### src/design/rmm_pkg.sv
`timescale 1ns / 1ps

package rmm_pkg;

    typedef enum logic [1:0] {
        OP_TICK    = 2'd0,
        OP_SERVICE = 2'd1,
        OP_RESTORE = 2'd2,
        OP_SET     = 2'd3
    } t_opcode;

    typedef enum logic [1:0] {
        CMD_NONE  = 2'd0,
        CMD_ERASE = 2'd1,
        CMD_WRITE = 2'd2
    } t_flash_cmd;

    localparam int CFG_IDX_W = 2;

    typedef enum logic [CFG_IDX_W-1:0] {
        CFG_TICKS_PER_SECOND   = 2'd0,
        CFG_SECONDS_PER_MINUTE = 2'd1
    } t_cfg_index;

    localparam logic [7:0]  TPS_RESET   = 8'd100;
    localparam logic [7:0]  SPM_RESET   = 8'd60;
    localparam logic [7:0]  SEC_RESET   = 8'd30;
    localparam logic [31:0] ERASED_WORD = 32'hFFFF_FFFF;
    localparam int          WORD_BYTES  = 4;

    // result queue push control
    typedef struct packed {
        logic push;
        logic dual;
    } t_push_ctl;

endpackage

### src/design/rmm_core.sv
`timescale 1ns / 1ps

module rmm_core #(
    parameter int PAGE_BYTES = 512
) (
    input  logic                          i_clk,
    input  logic                          i_rst_n,
    input  logic                          i_accept,
    input  rmm_pkg::t_opcode              i_opcode,
    input  logic [6:0]                    i_word_index,
    input  logic [31:0]                   i_value,
    input  logic [7:0]                    i_ticks_per_second,
    input  logic [7:0]                    i_seconds_per_minute,
    output rmm_pkg::t_push_ctl            o_push,
    output logic [$clog2(PAGE_BYTES)+67:0] o_res_first,
    output logic [$clog2(PAGE_BYTES)+67:0] o_res_second
);

    localparam int OFF_W = $clog2(PAGE_BYTES);
    localparam int LP_W  = OFF_W + 1;
    localparam int WORDS = PAGE_BYTES / rmm_pkg::WORD_BYTES;

    logic [7:0]      r_tick_count,    n_tick_count;
    logic [7:0]      r_second_count,  n_second_count;
    logic            r_minute_pending, n_minute_pending;
    logic [31:0]     r_minute_total,  n_minute_total;
    logic [LP_W-1:0] r_log_pointer,   n_log_pointer;
    logic            r_restore_done,  n_restore_done;

    logic [7:0]          tick_inc;
    logic [7:0]          sec_inc;
    logic [31:0]         total_inc;
    logic [9:0]          idx_bytes;
    logic [9:0]          idx_next_bytes;
    logic                idx_in_page;
    logic                val_erased;

    rmm_pkg::t_flash_cmd cmd0, cmd1;
    logic [OFF_W-1:0]    off0;
    logic [31:0]         data0, data1;
    logic                upd0;
    logic                dual;

    assign tick_inc       = r_tick_count + 8'd1;
    assign sec_inc        = r_second_count + 8'd1;
    assign total_inc      = r_minute_total + 32'd1;
    assign idx_bytes      = {1'b0, i_word_index, 2'b00};
    assign idx_next_bytes = {({1'b0, i_word_index} + 8'd1), 2'b00};
    assign idx_in_page    = 32'(i_word_index) < WORDS;
    assign val_erased     = i_value == rmm_pkg::ERASED_WORD;

    always_comb begin
        n_tick_count     = r_tick_count;
        n_second_count   = r_second_count;
        n_minute_pending = r_minute_pending;
        n_minute_total   = r_minute_total;
        n_log_pointer    = r_log_pointer;
        n_restore_done   = r_restore_done;
        cmd0  = rmm_pkg::CMD_NONE;
        cmd1  = rmm_pkg::CMD_WRITE;
        off0  = '0;
        data0 = '0;
        data1 = '0;
        upd0  = 1'b0;
        dual  = 1'b0;
        unique case (i_opcode)
            rmm_pkg::OP_TICK: begin
                if (tick_inc >= i_ticks_per_second) begin
                    n_tick_count = '0;
                    if (sec_inc >= i_seconds_per_minute) begin
                        n_second_count   = '0;
                        n_minute_pending = 1'b1;
                    end else begin
                        n_second_count = sec_inc;
                    end
                end else begin
                    n_tick_count = tick_inc;
                end
            end
            rmm_pkg::OP_SERVICE: begin
                if (r_minute_pending) begin
                    n_minute_pending = 1'b0;
                    n_minute_total   = total_inc;
                    upd0             = 1'b1;
                    if (32'(r_log_pointer) >= PAGE_BYTES) begin
                        n_log_pointer = LP_W'(rmm_pkg::WORD_BYTES);
                        cmd0  = rmm_pkg::CMD_ERASE;
                        data1 = total_inc;
                        dual  = 1'b1;
                    end else begin
                        n_log_pointer = r_log_pointer + LP_W'(rmm_pkg::WORD_BYTES);
                        cmd0  = rmm_pkg::CMD_WRITE;
                        off0  = r_log_pointer[OFF_W-1:0];
                        data0 = total_inc;
                    end
                end
            end
            rmm_pkg::OP_RESTORE: begin
                if (idx_in_page) begin
                    if (i_word_index == 7'd0) begin
                        n_restore_done = val_erased;
                        if (val_erased) begin
                            n_log_pointer  = '0;
                            n_minute_total = '0;
                            cmd0           = rmm_pkg::CMD_ERASE;
                        end else begin
                            n_minute_total = i_value;
                            n_log_pointer  = LP_W'(rmm_pkg::WORD_BYTES);
                        end
                    end else if (!r_restore_done) begin
                        if (val_erased) begin
                            n_restore_done = 1'b1;
                            n_log_pointer  = LP_W'(idx_bytes);
                        end else begin
                            n_minute_total = i_value;
                            n_log_pointer  = LP_W'(idx_next_bytes);
                        end
                    end
                end
            end
            rmm_pkg::OP_SET: begin
                n_log_pointer    = '0;
                n_minute_total   = i_value;
                n_minute_pending = 1'b1;
                cmd0             = rmm_pkg::CMD_ERASE;
            end
        endcase
    end

    assign o_push.push  = i_accept;
    assign o_push.dual  = dual;
    // {cmd, offset, data, updated, minutes, last}
    assign o_res_first  = {cmd0, off0, data0, upd0, n_minute_total, !dual};
    assign o_res_second = {cmd1, OFF_W'(0), data1, 1'b1, n_minute_total, 1'b1};

    always_ff @(posedge i_clk) begin
        if (!i_rst_n) begin
            r_tick_count     <= '0;
            r_second_count   <= rmm_pkg::SEC_RESET;
            r_minute_pending <= 1'b0;
            r_minute_total   <= '0;
            r_log_pointer    <= '0;
            r_restore_done   <= 1'b0;
        end else if (i_accept) begin
            r_tick_count     <= n_tick_count;
            r_second_count   <= n_second_count;
            r_minute_pending <= n_minute_pending;
            r_minute_total   <= n_minute_total;
            r_log_pointer    <= n_log_pointer;
            r_restore_done   <= n_restore_done;
        end
    end

    a_ptr_aligned: assert property (@(posedge i_clk) disable iff (!i_rst_n)
        r_log_pointer[1:0] == 2'b00)
        else $error("log pointer not word aligned");

    a_ptr_in_page: assert property (@(posedge i_clk) disable iff (!i_rst_n)
        32'(r_log_pointer) <= PAGE_BYTES)
        else $error("log pointer beyond page");

    a_set_pending: assert property (@(posedge i_clk) disable iff (!i_rst_n)
        i_accept && i_opcode == rmm_pkg::OP_SET |=> r_minute_pending && r_log_pointer == '0)
        else $error("set request did not raise pending");

endmodule

### src/design/rmm_res_fifo.sv
`timescale 1ns / 1ps

module rmm_res_fifo #(
    parameter int WIDTH = 8,
    parameter int DEPTH = 4
) (
    input  logic               i_clk,
    input  logic               i_rst_n,
    input  rmm_pkg::t_push_ctl i_push,
    input  logic [WIDTH-1:0]   i_data_first,
    input  logic [WIDTH-1:0]   i_data_second,
    input  logic               i_pop,
    output logic               o_valid,
    output logic               o_no_room,
    output logic [WIDTH-1:0]   o_data
);

    localparam int AW = $clog2(DEPTH);
    localparam int CW = $clog2(DEPTH + 1);

    logic [WIDTH-1:0] r_mem [DEPTH];
    logic [AW-1:0]    r_rd, n_rd;
    logic [AW-1:0]    r_wr, n_wr;
    logic [CW-1:0]    r_count, n_count;
    logic [AW-1:0]    wr_next, wr_next2;
    logic [CW-1:0]    push_n;
    logic             pop;

    function automatic logic [AW-1:0] wrap_inc(input logic [AW-1:0] p);
        return (p == AW'(DEPTH - 1)) ? '0 : p + AW'(1);
    endfunction

    assign pop      = i_pop && o_valid;
    assign wr_next  = wrap_inc(r_wr);
    assign wr_next2 = wrap_inc(wr_next);
    assign push_n   = !i_push.push ? CW'(0) : (i_push.dual ? CW'(2) : CW'(1));

    always_comb begin
        n_count = r_count + push_n - CW'(pop);
        n_rd    = pop ? wrap_inc(r_rd) : r_rd;
        n_wr    = r_wr;
        if (i_push.push) begin
            n_wr = i_push.dual ? wr_next2 : wr_next;
        end
    end

    always_ff @(posedge i_clk) begin
        if (!i_rst_n) begin
            r_rd    <= '0;
            r_wr    <= '0;
            r_count <= '0;
        end else begin
            r_rd    <= n_rd;
            r_wr    <= n_wr;
            r_count <= n_count;
        end
    end

    always_ff @(posedge i_clk) begin
        if (i_push.push) begin
            r_mem[r_wr] <= i_data_first;
            if (i_push.dual) begin
                r_mem[wr_next] <= i_data_second;
            end
        end
    end

    assign o_valid   = r_count != '0;
    assign o_no_room = r_count > CW'(DEPTH - 2);
    assign o_data    = r_mem[r_rd];

    a_no_overflow: assert property (@(posedge i_clk) disable iff (!i_rst_n)
        i_push.push |-> r_count <= CW'(DEPTH - 2))
        else $error("result queue push without room");

    a_empty_ptrs: assert property (@(posedge i_clk) disable iff (!i_rst_n)
        r_count == '0 |-> r_rd == r_wr)
        else $error("empty queue with unequal pointers");

    a_dual_count: assert property (@(posedge i_clk) disable iff (!i_rst_n)
        i_push.push && i_push.dual && !pop |=> r_count == $past(r_count) + CW'(2))
        else $error("dual push lost an entry");

endmodule

### src/design/runtime_minute_meter_flash_log.sv
`timescale 1ns / 1ps
// A request's results are registered in the result queue and offered from its head.
// One request per cycle while the input is not stalled; a service request on a full page
// gives two results, delivered in order from a four-entry result queue.
// Input stall rises while the result queue holds fewer than two free entries.
// Reset (synchronous, active low) restores the counters and registers to defaults.
module runtime_minute_meter_flash_log #(
    parameter int PAGE_BYTES = 512
) (
    input  logic                          i_clk,
    input  logic                          i_rst_n,
    input  logic                          i_in_valid,
    output logic                          o_in_stall,
    input  logic [1:0]                    i_opcode,
    input  logic [6:0]                    i_word_index,
    input  logic [31:0]                   i_value,
    output logic                          o_out_valid,
    input  logic                          i_out_stall,
    output logic [1:0]                    o_flash_cmd,
    output logic [$clog2(PAGE_BYTES)-1:0] o_byte_offset,
    output logic [31:0]                   o_write_data,
    output logic                          o_minute_updated,
    output logic [31:0]                   o_minutes,
    output logic                          o_last,
    input  logic                          i_cfg_valid,
    output logic                          o_cfg_ready,
    input  logic [rmm_pkg::CFG_IDX_W-1:0] i_cfg_index,
    input  logic [7:0]                    i_cfg_data
);

    localparam int OFF_W     = $clog2(PAGE_BYTES);
    localparam int RES_W     = OFF_W + 68;
    localparam int QUEUE_DEP = 4;

    logic [7:0]         r_ticks_per_second;
    logic [7:0]         r_seconds_per_minute;
    logic               in_accept;
    rmm_pkg::t_push_ctl push;
    logic [RES_W-1:0]   res_first, res_second, res_head;

    assign o_cfg_ready = 1'b1;
    assign in_accept   = i_in_valid && !o_in_stall;

    always_ff @(posedge i_clk) begin
        if (!i_rst_n) begin
            r_ticks_per_second   <= rmm_pkg::TPS_RESET;
            r_seconds_per_minute <= rmm_pkg::SPM_RESET;
        end else if (i_cfg_valid && o_cfg_ready) begin
            case (rmm_pkg::t_cfg_index'(i_cfg_index))
                rmm_pkg::CFG_TICKS_PER_SECOND:   r_ticks_per_second   <= i_cfg_data;
                rmm_pkg::CFG_SECONDS_PER_MINUTE: r_seconds_per_minute <= i_cfg_data;
                default: ;
            endcase
        end
    end

    rmm_core #(
        .PAGE_BYTES(PAGE_BYTES)
    ) u_core (
        .i_clk               (i_clk),
        .i_rst_n             (i_rst_n),
        .i_accept            (in_accept),
        .i_opcode            (rmm_pkg::t_opcode'(i_opcode)),
        .i_word_index        (i_word_index),
        .i_value             (i_value),
        .i_ticks_per_second  (r_ticks_per_second),
        .i_seconds_per_minute(r_seconds_per_minute),
        .o_push              (push),
        .o_res_first         (res_first),
        .o_res_second        (res_second)
    );

    rmm_res_fifo #(
        .WIDTH(RES_W),
        .DEPTH(QUEUE_DEP)
    ) u_res_fifo (
        .i_clk        (i_clk),
        .i_rst_n      (i_rst_n),
        .i_push       (push),
        .i_data_first (res_first),
        .i_data_second(res_second),
        .i_pop        (!i_out_stall),
        .o_valid      (o_out_valid),
        .o_no_room    (o_in_stall),
        .o_data       (res_head)
    );

    assign {o_flash_cmd, o_byte_offset, o_write_data,
            o_minute_updated, o_minutes, o_last} = res_head;

endmodule

### config.mk
export PLATFORM = sky130hd
export DESIGN_NAME = runtime_minute_meter_flash_log
export DESIGN_NICKNAME = d
export VERILOG_FILES = /design/src/design/rmm_pkg.sv /design/src/design/rmm_core.sv /design/src/design/rmm_res_fifo.sv /design/src/design/runtime_minute_meter_flash_log.sv
export SDC_FILE = /design/constraint.sdc
export NUM_CORES = 1
export LEC_CHECK = 0
export BUFFER_PORTS_ARGS = -buffer_cell sky130_fd_sc_hd__clkbuf_2
export CAP_MARGIN = 20
export CORE_ASPECT_RATIO = 1.4
export CORE_MARGIN = 1
export CORE_UTILIZATION = 25
export DETAILED_ROUTE_END_ITERATION = 7
export SLEW_MARGIN = 40
export SYNTH_ARGS = -nofsm -noshare
export SYNTH_HDL_FRONTEND = slang
export SYNTH_SLANG_ARGS = --single-unit
### constraint.sdc
create_clock -name i_clk -period 4.7 [get_ports i_clk]
set_input_delay 0.94 -clock i_clk [delete_from_list [all_inputs] [get_ports i_clk]]
set_output_delay 0.94 -clock i_clk [all_outputs]
set_load 0.01 [all_outputs]
==> metrics.md <==
| Metric | Value |
|---|---|
| Lkg Pwr | `0.00781 uW` |
| Number of flops mapped to enable cells by yosys | `256` |
| Register share of total power | `44.3%` |
| Fillers | `8093` |
| Net Sw Frac | `32.4%` |
| Post-Route WL | `64200 um` |
| H-tree depth | `2` |
| Status | `completed` |
| Layout area overhead | `16.1%` |
| Crit-path slowest cell | `dfxtp_4` |
| Post-layout util | `29.3%` |
| CP required | `3.76 ns` |
| Port bufs | `134` |
| Final setup TNS | `0 ns` |
| Critical path capture point type | `primary output` |
| Root buf cell | `clkbuf_16` |
| Critical path startpoint category | `register` |
| Post-CTS Hold Fix Bufs | `0` |
| Vias per cell | `5.04` |
| Longest Clk Path Bufs | `3` |
| Most frequent cell after synthesis | `nor2_1` |
| Synth area leaders | `edfxtp_1 (39%), dfxtp_1 (13%), mux4_2 (8.7%)` |
| Post-synth top area cell | `edfxtp_1` |
| Worst-margin pin slew | `0.825 ns` |
| Synthesized area | `0.0196 mm2` |
| WL/cell | `21.2 um` |
| Fmax | `0.288 GHz` |
| Synthesis Warnings | `0` |
| GRT Overall Usage | `15.9%` |
| Comb pwr share | `25.5%` |
| Crit share post-route | `73.8%` |
| Total grt overflow | `0` |
| Core area | `0.0778 mm2` |
| Final net count | `2042` |
| Sequential cell area fraction in the yosys report | `52.5%` |
| Share of total power in the clock network | `30.2%` |
| Final Hold Viols | `0` |
| Synth Flop Type | `edfxtp_1` |
| Footprint of the multi-input gates | `0.00867 mm2` |
| Num rows | `121` |
| Psw | `3180 uW` |
| Top Ports | `136` |
| RSZ-0062 raised after global routing | `false` |
| Worst path cell trace | `buf_4 -> mux4_2 -> clkbuf_2` |
| Initial antenna violation count | `6` |
| DR DRC count | `0` |
| Clock period minus final worst setup slack | `3.47 ns` |
| Fraction of layout cells with a size suffix above 1 | `18.7%` |
| Number of post-CTS setup repair buffers | `0` |
| Synth top area share | `39.2%` |
| Final worst setup slack | `1.23 ns` |
| Post-CTS Resized | `0` |
| Crit Path Category | `register to primary output` |
| Post-Route Skew | `0.0259 ns` |
| CTS tree | `built` |
| Routability congestion estimate from global placement | `0.950` |
| Post-synth top cells | `nor2_1 (275), edfxtp_1 (256), nand2_1 (170)` |
| Cells after Synth | `1855` |
| Antenna Nets Post-Route | `0` |
| Die height | `334 um` |
| Initial core utilization | `25.2%` |
| Synth Register Bits | `387` |
| Worst-skew pair later-pin latency | `0.56 ns` |
| Worst-path clk slew | `0.06 ns` |
| Ys async rst share | `0%` |
| CTS Buf Count | `37` |
| Sinks on Clock Net | `387` |
| Pwr dens | `430 mW/mm2` |
| Min-Delay Path Class | `register to register` |
| Vias in the first global route | `14800` |
| Syn nets | `1944` |
| Crit path max fanout | `28` |
| Drt first pass iters | `5` |
| Chip Width | `239 um` |
| Slew HR | `45.0%` |
| Largest net degree at the start of global routing | `70` |
| Count of pins over their slew limit | `0` |
| Setup WS pre-CTS | `0.985 ns` |
| Final setup vio count | `0` |
| Internal power | `6630 uW` |
| DP HPWL | `45900 um` |
| Reg area | `0.0103 mm2` |
| DR vias | `15300` |
| Global-route wire length before repair | `95400 um` |
| Hold Path Stages | `2` |
| Worst vdd ir | `249 uV` |
| Die area | `0.0797 mm2` |
| Syn avg cell area | `10.6 um2` |
| CP Data Arrival Time | `2.53 ns` |
| Slowest Stage Delay on Critical Path | `0.71 ns` |
| Count of cell types in the netlist | `85` |
| DR iter-0 viols | `1296` |
| Max-Cap Viols | `0` |
| Cells on worst reg2reg path | `7` |
[logic make-up (layout without fill, tap and decap cells)]
family                   after synthesis  count (layout)  share of synthesized area [%]
AND/OR/NAND/NOR                      726             726                           16.9
flip-flops                           387             387                           52.5
AO/OA/AOI/OAI                        384             384                           12.8
buffers and inverters                177             304                           3.66
multiplexers                          88              88                           9.34
XOR/XNOR                              59              59                           2.63
adder cells (fa/ha/maj)               33              33                           2.14
other                                  1               2                         0.0191
[path summary, 6_finish.rpt]
kind         slack [ns]                 endpoint                      from
max                1.23         o_write_data[27]                  register
min                0.45  u_res_fifo.r_mem[2][76]   u_res_fifo.r_mem[2][76]
max reg2reg        1.28  u_res_fifo.r_mem[1][19]  u_core.r_minute_total[0]
min reg2reg        0.45  u_res_fifo.r_mem[2][76]   u_res_fifo.r_mem[2][76]
[cell usage in the layout (no fill, tap or decap), drive strengths merged, types with 10 or more instances in the layout]
| cell type | n |
|---|---|
| inv | 46 |
| a21o | 15 |
| ha | 32 |
| edfxtp | 256 |
| nand4 | 27 |
| clkbuf | 187 |
| nor4 | 11 |
| nand2 | 171 |
| o21ai | 82 |
| nand2b | 10 |
| mux2i | 11 |
| xnor2 | 31 |
| a31oi | 20 |
| nor3 | 104 |
| nor2 | 276 |
| and3 | 18 |
| a21oi | 134 |
| and2 | 34 |
| dfxtp | 131 |
| nand3 | 37 |
| buf | 56 |
| a211oi | 22 |
| xor2 | 28 |
| mux4 | 76 |
[per-layer routing]
| metal | part of all wire, % | track usage [%] |
|---|---|---|
| met1 | 40 | 19.0 |
| met2 | 50 | 27.8 |
| met3 | 5.4 | 2.49 |
| met4 | 4.3 | 6.89 |
| met5 | 0.036 | 0 |
[sequential cells by signal, indices dropped and copies added (netlist names), 3 cells and up, named ones only]
name and flops:
r_seconds_per_minute 8, r_ticks_per_second 8, u_core.r_minute_total 32, u_core.r_log_pointer 8, u_core.r_tick_count 8, u_core.r_second_count 8, u_res_fifo.r_count 3, u_res_fifo.r_mem 304
[worst max-delay path: cells and delay by family (launching register included)]
family / cells / cell delay (ns)
buffers and inverters: 2 / 0.62
flip-flops: 1 / 0.71
multiplexers: 1 / 0.62
[area by class of cell]
type                       count  share of cell area [%]
timing repair buffer         190                    5.06
inverter                      46                   0.757
sequential                   387                    45.3
antenna                        1                  0.0110
clock inverter                15                   0.494
clock buffer                  53                    4.64
multi-input combinational   1291                    38.0
tap                         1045                    5.74
[stage by stage]
stage          hold slack [ns]  instance area (um2)  instances  power [uW]
6_report                 0.445                22800       3028        9810
3_5_place_dp             0.439                21600       2959        6980
3_3_place_gp             0.427                21600       2958        6960
4_1_cts                  0.449                22800       3027        9910
2_1_floorplan            0.418                19600       1855        5830
5_1_grt                  0.471                22800       3028       10200
[power by group through the flow]
stage	registers [uW]	logic [uW]	clock network [uW]
final	4340	2500	2960
after global routing	4380	2710	3130
after detailed placement	4420	2570	0
after CTS	4340	2570	3000
after global placement	4430	2530	0
after floorplan	4220	1610	0
Power figures use the tool's default switching activity.
